===== src/design/wsd_pkg.sv =====
// Shared constants and types for the WebSocket frame deframer.
package wsd_pkg;

   localparam int LENGTH_BITS = 64;

   typedef logic [LENGTH_BITS-1:0] length_type;

   typedef struct packed {
      logic [2:0] event_kind;
      logic [7:0] payload_byte;
      logic [1:0] message_type;
      logic       message_last;
   } rsp_item_type;

endpackage


===== src/design/wsd_parser.sv =====
// Frame header parser, payload unmasking and event generation, one word per accept.
module wsd_parser (
   input  logic                 clock,
   input  logic                 reset,
   input  logic                 step,
   input  logic [7:0]           in_byte,
   output logic                 ev_valid,
   output wsd_pkg::rsp_item_type ev
);
   import wsd_pkg::*;

   localparam logic [2:0] PH_HDR0    = 3'd0;
   localparam logic [2:0] PH_LEN7    = 3'd1;
   localparam logic [2:0] PH_EXT     = 3'd2;
   localparam logic [2:0] PH_KEY     = 3'd3;
   localparam logic [2:0] PH_PAYLOAD = 3'd4;

   localparam logic [3:0] OP_TEXT   = 4'h1;
   localparam logic [3:0] OP_BINARY = 4'h2;
   localparam logic [3:0] OP_CLOSE  = 4'h8;
   localparam logic [3:0] OP_PING   = 4'h9;
   localparam logic [3:0] OP_PONG   = 4'hA;

   localparam logic [2:0] EV_DATA  = 3'd0;
   localparam logic [2:0] EV_EMPTY = 3'd1;
   localparam logic [2:0] EV_CLOSE = 3'd2;
   localparam logic [2:0] EV_PING  = 3'd3;
   localparam logic [2:0] EV_PONG  = 3'd4;

   localparam logic [6:0] LEN_EXT16 = 7'd126;
   localparam logic [6:0] LEN_EXT64 = 7'd127;
   localparam logic [3:0] EXT16_BYTES = 4'd2;
   localparam logic [3:0] EXT64_BYTES = 4'd8;

   logic [2:0]  phase_ff, phase_in;
   logic        final_ff, final_in;
   logic [3:0]  opcode_ff, opcode_in;
   logic        masked_ff, masked_in;
   length_type  remain_ff, remain_in;
   logic [3:0]  hdr_cnt_ff, hdr_cnt_in;
   logic [31:0] mask_key_ff, mask_key_in;
   logic [1:0]  mask_pos_ff, mask_pos_in;
   logic [3:0]  frag_type_ff, frag_type_in;
   logic        closed_ff, closed_in;

   logic [3:0]   eff_type;
   logic         fe_valid;
   rsp_item_type fe_item;
   logic         fe_close;
   logic [6:0]   len7;
   logic [7:0]   unmasked;
   logic         last_byte;

   assign eff_type = (opcode_ff != 4'h0) ? opcode_ff : frag_type_ff;
   assign len7     = in_byte[6:0];
   assign unmasked = masked_ff ? (in_byte ^ mask_key_ff[{~mask_pos_ff, 3'b000} +: 8]) : in_byte;
   assign last_byte = (remain_ff == LENGTH_BITS'(1));

   // event for a frame that ends without forwarded payload
   always_comb begin
      fe_valid = 1'b0;
      fe_item  = '0;
      fe_close = 1'b0;
      if (final_ff) begin
         case (eff_type)
            OP_TEXT, OP_BINARY: begin
               fe_valid = 1'b1;
               fe_item.event_kind   = EV_EMPTY;
               fe_item.message_type = eff_type[1:0];
               fe_item.message_last = 1'b1;
            end
            OP_CLOSE: begin
               fe_valid = 1'b1;
               fe_close = 1'b1;
               fe_item.event_kind = EV_CLOSE;
            end
            OP_PING: begin
               fe_valid = 1'b1;
               fe_item.event_kind = EV_PING;
            end
            OP_PONG: begin
               fe_valid = 1'b1;
               fe_item.event_kind = EV_PONG;
            end
            default: fe_valid = 1'b0;
         endcase
      end
   end

   always_comb begin
      phase_in     = phase_ff;
      final_in     = final_ff;
      opcode_in    = opcode_ff;
      masked_in    = masked_ff;
      remain_in    = remain_ff;
      hdr_cnt_in   = hdr_cnt_ff;
      mask_key_in  = mask_key_ff;
      mask_pos_in  = mask_pos_ff;
      frag_type_in = frag_type_ff;
      closed_in    = closed_ff;
      ev_valid     = 1'b0;
      ev           = '0;
      if (!closed_ff) begin
         case (phase_ff)
            PH_LEN7: begin
               masked_in = in_byte[7];
               remain_in = '0;
               if (len7 == LEN_EXT16) begin
                  hdr_cnt_in = EXT16_BYTES;
                  phase_in   = PH_EXT;
               end else if (len7 == LEN_EXT64) begin
                  hdr_cnt_in = EXT64_BYTES;
                  phase_in   = PH_EXT;
               end else begin
                  remain_in   = LENGTH_BITS'(len7);
                  mask_pos_in = 2'd0;
                  if (in_byte[7]) begin
                     phase_in = PH_KEY;
                  end else if (len7 == 7'd0) begin
                     phase_in  = PH_HDR0;
                     ev_valid  = fe_valid;
                     ev        = fe_item;
                     closed_in = fe_close;
                  end else begin
                     phase_in = PH_PAYLOAD;
                  end
               end
            end
            PH_EXT: begin
               remain_in  = {remain_ff[LENGTH_BITS-9:0], in_byte};
               hdr_cnt_in = hdr_cnt_ff - 4'd1;
               if (hdr_cnt_ff == 4'd1) begin
                  mask_pos_in = 2'd0;
                  if (masked_ff) begin
                     phase_in = PH_KEY;
                  end else if (remain_in == '0) begin
                     phase_in  = PH_HDR0;
                     ev_valid  = fe_valid;
                     ev        = fe_item;
                     closed_in = fe_close;
                  end else begin
                     phase_in = PH_PAYLOAD;
                  end
               end
            end
            PH_KEY: begin
               mask_key_in = {mask_key_ff[23:0], in_byte};
               mask_pos_in = mask_pos_ff + 2'd1;
               if (mask_pos_ff == 2'd3) begin
                  if (remain_ff == '0) begin
                     phase_in  = PH_HDR0;
                     ev_valid  = fe_valid;
                     ev        = fe_item;
                     closed_in = fe_close;
                  end else begin
                     phase_in = PH_PAYLOAD;
                  end
               end
            end
            PH_PAYLOAD: begin
               mask_pos_in = mask_pos_ff + 2'd1;
               remain_in   = remain_ff - LENGTH_BITS'(1);
               if (last_byte) begin
                  phase_in = PH_HDR0;
               end
               if (eff_type inside {OP_TEXT, OP_BINARY}) begin
                  ev_valid = 1'b1;
                  ev.event_kind   = EV_DATA;
                  ev.payload_byte = unmasked;
                  ev.message_type = eff_type[1:0];
                  ev.message_last = last_byte & final_ff;
               end else if (last_byte) begin
                  ev_valid  = fe_valid;
                  ev        = fe_item;
                  closed_in = fe_close;
               end
            end
            default: begin
               final_in  = in_byte[7];
               opcode_in = in_byte[3:0];
               if (!in_byte[7] && in_byte[3:0] != 4'h0) begin
                  frag_type_in = in_byte[3:0];
               end
               phase_in = PH_LEN7;
            end
         endcase
      end
   end

   always_ff @(posedge clock) begin
      if (reset) begin
         phase_ff     <= PH_HDR0;
         final_ff     <= 1'b0;
         opcode_ff    <= 4'h0;
         masked_ff    <= 1'b0;
         remain_ff    <= '0;
         hdr_cnt_ff   <= 4'd0;
         mask_key_ff  <= '0;
         mask_pos_ff  <= 2'd0;
         frag_type_ff <= 4'h0;
         closed_ff    <= 1'b0;
      end else if (step) begin
         phase_ff     <= phase_in;
         final_ff     <= final_in;
         opcode_ff    <= opcode_in;
         masked_ff    <= masked_in;
         remain_ff    <= remain_in;
         hdr_cnt_ff   <= hdr_cnt_in;
         mask_key_ff  <= mask_key_in;
         mask_pos_ff  <= mask_pos_in;
         frag_type_ff <= frag_type_in;
         closed_ff    <= closed_in;
      end
   end

   a_closed_sticks: assert property (@(posedge clock) disable iff (reset)
      closed_ff |=> closed_ff)
      else $error("link closed flag cleared without reset");

   a_no_event_closed: assert property (@(posedge clock) disable iff (reset)
      ev_valid |-> !closed_ff)
      else $error("event raised after close");

   a_payload_nonempty: assert property (@(posedge clock) disable iff (reset)
      (phase_ff == PH_PAYLOAD) |-> (remain_ff != '0))
      else $error("payload phase with no bytes remaining");

endmodule


===== src/design/wsd_out_stage.sv =====
// Output register with skid entry for the result channel.
module wsd_out_stage (
   input  logic                 clock,
   input  logic                 reset,
   input  logic                 in_valid,
   output logic                 in_ready,
   input  wsd_pkg::rsp_item_type in_item,
   output logic                 out_valid,
   input  logic                 out_ready,
   output wsd_pkg::rsp_item_type out_item
);
   import wsd_pkg::*;

   logic         main_valid_ff, main_valid_in;
   logic         skid_valid_ff, skid_valid_in;
   rsp_item_type main_ff, main_in;
   rsp_item_type skid_ff, skid_in;
   logic         push, pop;

   assign in_ready  = !skid_valid_ff;
   assign out_valid = main_valid_ff;
   assign out_item  = main_ff;
   assign push      = in_valid && in_ready;
   assign pop       = main_valid_ff && out_ready;

   always_comb begin
      main_valid_in = main_valid_ff;
      skid_valid_in = skid_valid_ff;
      main_in       = main_ff;
      skid_in       = skid_ff;
      if (pop) begin
         if (skid_valid_ff) begin
            main_in       = skid_ff;
            skid_valid_in = 1'b0;
         end else begin
            main_valid_in = push;
            main_in       = in_item;
         end
      end else if (push) begin
         if (!main_valid_ff) begin
            main_valid_in = 1'b1;
            main_in       = in_item;
         end else begin
            skid_valid_in = 1'b1;
            skid_in       = in_item;
         end
      end
   end

   always_ff @(posedge clock) begin
      if (reset) begin
         main_valid_ff <= 1'b0;
         skid_valid_ff <= 1'b0;
      end else begin
         main_valid_ff <= main_valid_in;
         skid_valid_ff <= skid_valid_in;
      end
      main_ff <= main_in;
      skid_ff <= skid_in;
   end

   a_skid_behind_main: assert property (@(posedge clock) disable iff (reset)
      skid_valid_ff |-> main_valid_ff)
      else $error("skid entry held while output register empty");

   a_skid_drains: assert property (@(posedge clock) disable iff (reset)
      (skid_valid_ff && out_ready) |=> !skid_valid_ff)
      else $error("skid entry not moved on pop");

endmodule


===== src/design/websocket_frame_deframer_top.sv =====
// Top level of the WebSocket receive-side frame deframer.
//
//   channel  direction  handshake            payload
//   req      in         req_valid/req_ready  req_in_byte
//   rsp      out        rsp_valid/rsp_ready  rsp_event_kind, rsp_payload_byte,
//                                            rsp_message_type, rsp_message_last
//
// One word is parsed per cycle while req_ready is high; its event, if any, is registered in the output stage.
// Throughput is one word per clock while req_ready is high; the header/length/unmask update is combinational.
// Synchronous active-high reset returns the parser to the first header byte.
// req_ready drops only while the skid entry holds a stalled event.
module websocket_frame_deframer_top (
   input  logic       clock,
   input  logic       reset,
   input  logic       req_valid,
   output logic       req_ready,
   input  logic [7:0] req_in_byte,
   output logic       rsp_valid,
   input  logic       rsp_ready,
   output logic [2:0] rsp_event_kind,
   output logic [7:0] rsp_payload_byte,
   output logic [1:0] rsp_message_type,
   output logic       rsp_message_last
);
   import wsd_pkg::*;

   logic         step;
   logic         ev_valid;
   rsp_item_type ev;
   rsp_item_type rsp_item;

   assign step = req_valid && req_ready;

   wsd_parser u_parser (
      .clock   (clock),
      .reset   (reset),
      .step    (step),
      .in_byte (req_in_byte),
      .ev_valid(ev_valid),
      .ev      (ev)
   );

   wsd_out_stage u_out (
      .clock    (clock),
      .reset    (reset),
      .in_valid (step && ev_valid),
      .in_ready (req_ready),
      .in_item  (ev),
      .out_valid(rsp_valid),
      .out_ready(rsp_ready),
      .out_item (rsp_item)
   );

   assign rsp_event_kind   = rsp_item.event_kind;
   assign rsp_payload_byte = rsp_item.payload_byte;
   assign rsp_message_type = rsp_item.message_type;
   assign rsp_message_last = rsp_item.message_last;

endmodule


===== config.mk =====
export PLATFORM = sky130hd
export DESIGN_NAME = websocket_frame_deframer_top
export DESIGN_NICKNAME = d
export VERILOG_FILES = /design/src/design/wsd_pkg.sv /design/src/design/wsd_parser.sv /design/src/design/wsd_out_stage.sv /design/src/design/websocket_frame_deframer_top.sv
export SDC_FILE = /design/constraint.sdc
export NUM_CORES = 1
export LEC_CHECK = 0
export BUFFER_PORTS_ARGS = -buffer_cell sky130_fd_sc_hd__clkbuf_2
export CAP_MARGIN = 5
export CORE_AREA = 2 2 115 117
export CTS_CLUSTER_DIAMETER = 80
export DETAILED_ROUTE_END_ITERATION = 10
export DIE_AREA = 0 0 117 119
export GPL_TIMING_DRIVEN = 1
export PLACE_DENSITY = 0.82
export SLEW_MARGIN = 20
export SYNTH_ARGS = -nofsm -noshare
export SYNTH_HDL_FRONTEND = slang
export SYNTH_SLANG_ARGS = --single-unit

===== constraint.sdc =====
create_clock -name clock -period 12.1 [get_ports clock]
set_input_delay 1.21 -clock clock [delete_from_list [all_inputs] [get_ports clock]]
set_output_delay 1.21 -clock clock [all_outputs]
set_load 0.005 [all_outputs]

==> results_dict.tcl, run 1 <==
set metrics [dict create \
    drv_slew 0 \
    hpwl_um 13700 \
    drive_gt1_share_pct 11.5 \
    gp_congestion 0.935 \
    fp.coreArea_mm2 0.0129 \
    hold_class "flip-flop to flip-flop" \
    multi_input_area_mm2 0.00460 \
    worstMarginPinSlew_ns 1.07 \
    synth_top_area_cell "dfxtp_1" \
    p_clk_share_pct 41.3 \
    area_delta_synth_final_pct 10.3 \
    wl_per_cell_um 17.5 \
    grt_max_degree 69 \
    leakagePower_nw 3.10 \
    hold_violations 0 \
    ys.flop_type "dfxtp_1" \
    die_w_um 117 \
    synth_cell_type_count 74 \
    antenna_found_initial 0 \
    synth.avg_cell_area_um2 7.84 \
    drt_wl_total_um 21300 \
    fin_nets 1049 \
    cp_cell_sequence "clkbuf_2 -> or4_1 -> or4_1 -> nor4b_2 -> o2111ai_1 -> a311oi_1 -> o211ai_1 -> nor3b_2" \
    period_needed_ns 4.42 \
    critPathMaxStageDelay_ns 0.90 \
    arrival_ns 4.47 \
    cts_resized 0 \
    n_fill_cell 1037 \
    cts_sinks 146 \
    drv_cap 0 \
    io_pins 28 \
    dieArea_mm2 0.0139 \
    crit_buf_inv 1 \
    finalSetupViolCount 0 \
    critPathMaxFanout 14 \
    ant_nets 0 \
    power_frac_seq_pct 38.9 \
    via_per_inst 6.55 \
    chipHeight_um 119 \
    stdcell_count 1220 \
    dp_cells 1188 \
    grt.total_usage_pct 31.8 \
    ff2ff_setup_slack_ns 8.14 \
    ys_warn_count 0 \
    dr.pass1.iters 7 \
    antenna_cells 0 \
    p_int_mw 0.925 \
    crit_family "simple AND/OR/NAND/NOR gates" \
    clk_pin_slew_ns 0.06 \
    fmax_mhz 226 \
    slew_headroom_pct 28.3 \
    synth-seq-area-share_pct 39.5 \
    synthCells 1036 \
    finalClockSkew_ns 0.00778 \
    cpMostUsedCell "or4_1" \
    grt-ovfl-total 0 \
    ys_ff_latch 146 \
    status "finished clean" \
    clk_path_buf_depth 2 \
    start_util_pct 63.1 \
    clk_latency_ns 0.43 \
    critPathSlowestCell "nor3b_2" \
    numCtsBuffers 17 \
    crit_required_ns 12.15 \
    postCtsSetupBuffers 0 \
    route.detailed.drc 0 \
    peakVddDrop_v 0.000102 \
    cts_tree "yes" \
    cts-root-buf "clkbuf_16" \
    grt_pass1_vias 7071 \
    tns_ns 0 \
    power-per-cell-area_mw_per_mm2 151 \
    crit_type "primary input to flip-flop" \
    holdBufCountCts 0 \
    synth.top_cells.by_area "dfxtp_1 29%, edfxtp_1 10%, nand2_1 8.1%" \
    p_sw_share_pct 31.4 \
    grt_first_pass_wirelength_um 35400 \
    fin_crit_sh_pct 36.5 \
    grt_setup_unrepaired "false" \
    rows 42 \
    critPathLaunchType "primary input" \
    synth_edf_count 28 \
    async_reset_ff_share_pct 0 \
    syn_nets 1054 \
    comb_power_share_pct 19.9 \
    endpoint_kind "flip-flop" \
    cts_max_level 4 \
    synth_area_mm2 0.00812 \
    drt_first_iter_violations 939 \
    seqCellArea_mm2 0.00320 \
    synth_top_area_share_pct 29.1 \
    p_sw_mw 0.424 \
    port_buffers 27 \
    num_vias 7995 \
]
-- final timing paths --
| check | start | to | cells after the start |
|---|---|---|---|
| max reg2reg | u_parser.remain_ff[29]$_SDFFE_PP0P_ | u_out.skid_ff[9]$_DFFE_PP_ | 7 |
| min reg2reg | u_parser.mask_key_ff[27]$_SDFFE_PP0P_ | u_parser.mask_key_ff[27]$_SDFFE_PP0P_ | 2 |
| min | u_parser.mask_key_ff[27]$_SDFFE_PP0P_ | u_parser.mask_key_ff[27]$_SDFFE_PP0P_ | 2 |
| max | req_in_byte[3] | u_out.skid_ff[9]$_DFFE_PP_ | 8 |
-- worst reg2reg max path, stage by stage (launching register included) --
cell and delay, ns:
dfxtp_1 0.38, or4_4 0.60, nor4_4 0.54, and3_2 0.36
o2111ai_1 0.17, a311oi_1 0.39, o211ai_1 0.23, nor3b_2 0.90
-- per-layer routing --
layer	part of all wire, %	track usage [%]	vias up
met4	1.8	11.3	0
li1	-	-	3781
met3	8.2	6.51	40
met5	0	0	-
met2	45	46.9	390
met1	45	46.1	3784
-- final cells by class --
class,count,share of cell area (%)
Timing Repair Buffer,40,2.63
Clock buffer,17,4.75
Clock inverter,15,2.18
Tap cell,176,2.46
Multi-Input combinational cell,804,51.3
Inverter,22,0.922
Sequential cell,146,35.8
-- power by group through the flow --
stage | combinational [mW] | clock [mW] | sequential (mW)
finish | 0.268 | 0.557 | 0.525
global route | 0.295 | 0.580 | 0.526
CTS | 0.261 | 0.562 | 0.524
detailed placement | 0.259 | 0 | 0.534
global placement | 0.257 | 0 | 0.534
floorplan | 0.199 | 0 | 0.526
-- metrics by stage --
| stage | hold slack, ns | util (%) | instance area [µm²] | power [mW] | setup WS, ns |
|---|---|---|---|---|---|
| finish | 0.453 | 69.6 | 8960 | 1.35 | 7.68 |
| global route | 0.473 | 69.6 | 8960 | 1.40 | 7.41 |
| CTS | 0.456 | 69.6 | 8950 | 1.35 | 7.68 |
| detailed placement | 0.447 | 64.7 | 8330 | 0.793 | 7.23 |
| global placement | 0.439 | 64.7 | 8330 | 0.791 | 7.33 |
| floorplan | 0.432 | - | 8120 | 0.725 | 7.32 |
-- sequential cells by signal, summed over array words and instances (netlist names) --
register               cells
u_parser.mask_key_ff      32
u_parser.frag_type_ff      4
u_out.out_item            14
u_out.out_valid            1
u_parser.remain_ff        64
u_out.skid_valid_ff        1
u_parser.mask_pos_ff       2
u_parser.hdr_cnt_ff        4
u_parser.opcode_ff         4
u_parser.masked_ff         1
u_out.skid_ff             14
u_parser.phase_ff          3
u_parser.closed_ff         1
u_parser.final_ff          1
-- placed cells by master, fill, tap and decap left out, types with 10 or more instances in the layout --
cell type,instances
nor4_1,21
nand2_1,176
and2_1,10
clkbuf_16,17
o21ai_0,74
a31oi_1,15
o31ai_1,11
buf_4,14
a21oi_1,105
nor3_1,50
nor2_1,108
edfxtp_1,28
nand3_1,25
dfxtp_1,118
a22oi_1,26
inv_1,22
clkbuf_2,26
xor2_1,12
-- Yosys cell counts, types with 5 or more instances --
| cell type | count |
|---|---|
| nand2b_1 | 7 |
| clkbuf_1 | 58 |
| or3_1 | 8 |
| edfxtp_1 | 28 |
| o21ai_0 | 74 |
| nor4_1 | 21 |
| ha_1 | 6 |
| a21oi_1 | 105 |
| dfxtp_1 | 118 |
| nand4_1 | 6 |
| nand3_1 | 25 |
| a22oi_1 | 26 |
| nor2_1 | 110 |
| a32o_1 | 7 |
| mux4_2 | 8 |
| xor2_1 | 12 |
| o31ai_1 | 11 |
| o22ai_1 | 5 |
| and2_1 | 10 |
| o32ai_1 | 5 |
| inv_1 | 22 |
| and3_1 | 5 |
| nor3_1 | 50 |
| or4_1 | 5 |
| nor2b_1 | 9 |
| a31oi_1 | 15 |
| a211oi_1 | 6 |
| a221oi_1 | 7 |
| nand2_1 | 176 |
-- cells by family (layout without fill, tap and decap cells) --
family	count (synthesis)	after routing	share of synthesized area [%]
compound gates	304	304	23.6
simple gates	467	467	27.4
flops	146	146	39.5
buf+inv	86	94	4.19
fa+ha+maj	6	6	0.925
xor+xnor	13	13	1.40
mux	14	14	2.99
Power figures use the tool's default switching activity.
==> inputs of run 2 (changes only) <==
ABC_AREA = 1   (was default)
CORE_AREA = 2 2 121 123   (was 2 2 115 117)
DIE_AREA = 0 0 123 125   (was 0 0 117 119)
PLACE_DENSITY = 0.8   (was 0.82)
clock period = 4.5 ns   (was 12.1 ns; I/O delays follow)
==> run 2 against run 1 <==
Clock skew is 0.0010 ns higher; area after synthesis up 8.0%; combinational power increased to 4.0 times the previous value; setup slack got worse by 6.2 ns; count of clock-buffer cells in the layout grew 2; core utilization is 2.2 points lower; largest cell class unchanged; highest routed layer unchanged.
==> results_dict.tcl, run 2 <==
set metrics [dict create \
    finalSetupViolCount 0 \
    post_dp_cell_area_mm2 0.00898 \
    io_pins 28 \
    critPathMaxFanout 50 \
    final_util_pct 67.4 \
    synth.top_cells.by_area "dfxtp_1 27%, nor2_1 11%, edfxtp_1 9.6%" \
    finalPower_mw 3.99 \
    area_delta_synth_final_pct 9.21 \
    wl_per_cell_um 16.0 \
    ys.flop_type "dfxtp_1" \
    endpoint_kind "flip-flop" \
    fp.coreArea_mm2 0.0142 \
    syn_nets 1321 \
    synth_top_area_cell "dfxtp_1" \
    synth_edf_count 28 \
    peakVddDrop_v 0.000284 \
    critPathLaunchType "flip-flop" \
    synthCells 1303 \
    grt-ovfl-total 0 \
    crit_required_ns 4.84 \
    top_register "u_parser.remain_ff" \
    hpwl_um 16400 \
    antenna_found_initial 0 \
    drt_wl_total_um 24000 \
    cts_max_level 4 \
    largestRegisters "u_parser.remain_ff x64, u_parser.mask_key_ff x32" \
    fmax_mhz 332 \
    chipHeight_um 125 \
    grt.total_usage_pct 32.0 \
    synth.avg_cell_area_um2 6.73 \
    final_common_cell "nor2_1" \
    worstMarginPinSlew_ns 0.858 \
    hold_class "primary input to flip-flop" \
    ys_ff_latch 146 \
    numCtsBuffers 17 \
    hold_path_depth 3 \
    clk_pin_slew_ns 0.06 \
    finalClockSkew_ns 0.00878 \
    yosys-top-cells-count "250 x nor2_1, 172 x nand2_1, 145 x a21oi_1" \
    cts_tree "yes" \
    port_buffers 27 \
    clk_path_buf_depth 2 \
    drv_cap 0 \
    stdcell_count 1500 \
    hold_violations 0 \
    synth-seq-area-share_pct 36.5 \
    dp_cells 1468 \
    synth_top_area_share_pct 27.0 \
    num_vias 8891 \
    n_fill_cell 1250 \
    synth_area_mm2 0.00876 \
    arrival_ns 3.35 \
    rows 44 \
    power-per-cell-area_mw_per_mm2 417 \
    worst-r2r-cell-count 8 \
    crit_type "flip-flop to flip-flop" \
    cts_resized 0 \
    postCtsSetupBuffers 0 \
    slew_headroom_pct 42.8 \
    ys_warn_count 0 \
    fin_nets 1321 \
    ant_nets 0 \
    grt_first_pass_wirelength_um 39200 \
    status "finished clean" \
    tns_ns 0 \
    design_area_mm2 0.00957 \
    die_w_um 123 \
    route.detailed.drc 0 \
    grt_pass1_vias 7906 \
    multi_input_area_mm2 0.00479 \
    cts-root-buf "clkbuf_16" \
    cts_sinks 146 \
    clk_latency_ns 0.44 \
    via_per_inst 5.93 \
    synth_cell_type_count 46 \
    drv_slew 0 \
    period_needed_ns 3.01 \
    dieArea_mm2 0.0154 \
    gp_congestion 0.956 \
    final_cell_mix "249 x nor2_1, 172 x nand2_1, 145 x a21oi_1, 130 x inv_1, 118 x dfxtp_1" \
    fin_crit_sh_pct 66.9 \
    grt_max_degree 55 \
    start_util_pct 61.7 \
    synth_most_common_cell "nor2_1" \
    grt_setup_unrepaired "false" \
    seqCellArea_mm2 0.00320 \
    largest_register_ffs 64 \
    drt_first_iter_violations 1109 \
    leakagePower_nw 4.22 \
    dr.pass1.iters 6 \
    async_reset_ff_share_pct 0 \
    drive_gt1_share_pct 10.9 \
    antenna_cells 0 \
    holdBufCountCts 0 \
]
run 2: cell count changes after synthesis, moves of 15 or more:
cell      change
a21oi_1      +40
a221oi_1     +16
a22oi_1      -26
clkbuf_1     -15
inv_1       +109
inv_2        +15
nand3_1      +71
nor2_1      +140
nor3_1       -35
nor4_1       -15
o21ai_0      +40
run 2: metrics by stage:
step	setup WS (ns)	hold slack, ns
floorplan	1.89	0.441
global placement	1.49	0.453
detailed placement	1.38	0.463
CTS	1.43	0.313
global route	1.32	0.331
finish	1.49	0.321
run 2: logic make-up (layout without fill, tap and decap cells):
logic type	Yosys count	after routing	share of synthesized area (%)
simple gates	613	613	31.7
compound gates	319	319	20.2
buf+inv	203	216	8.87
flops	146	146	36.5
xor+xnor	8	8	0.799
mux	8	8	1.03
fa+ha+maj	6	6	0.857
run 2: final cells by class:
| cell class | count | share of cell area [%] |
|---|---|---|
| clock inverters | 13 | 1.15 |
| well taps | 184 | 2.41 |
| clock buffers | 19 | 4.97 |
| multi-input cells | 954 | 50.1 |
| repair buffers | 36 | 2.12 |
| inverters | 148 | 5.80 |
| flip-flops and latches | 146 | 33.5 |
run 2: power by group:
| group | switching (mW) | leakage [nW] | internal (mW) | total (mW) |
|---|---|---|---|---|
| logic | 0.761 | 2.72 | 0.313 | 1.07 |
| clock network | 0.620 | 0.281 | 0.786 | 1.41 |
| registers | 0.105 | 1.22 | 1.40 | 1.51 |
| total | 1.49 | 4.22 | 2.50 | 3.99 |
run 2: worst paths after layout:
check                                         from                                     to  slack (ns)
max              u_parser.phase_ff[1]$_SDFFE_PP0P_    u_parser.remain_ff[58]$_SDFFE_PP0P_        1.49
max reg2reg      u_parser.phase_ff[1]$_SDFFE_PP0P_    u_parser.remain_ff[58]$_SDFFE_PP0P_        1.49
min                                 req_in_byte[1]  u_parser.frag_type_ff[1]$_SDFFE_PP0P_        0.32
min reg2reg  u_parser.frag_type_ff[3]$_SDFFE_PP0P_  u_parser.frag_type_ff[3]$_SDFFE_PP0P_        0.48
run 2: metal layers:
metal	vias to the layer above	part of all wire [%]	global-route usage [%]
met1	4074	46	46.7
met4	0	1.4	10.1
met2	401	45	47.2
met3	34	8.1	6.66
met5	-	0	0
li1	4382	-	-
run 2: worst max-delay path, stage by stage, from the launching register on:
cell and delay, ns:
dfxtp_1 0.49, nor3_4 0.08, inv_2 0.40, a21oi_4 0.09, buf_4 0.30, inv_2 0.66
buf_4 0.49, a21oi_1 0.08, a221oi_1 0.29
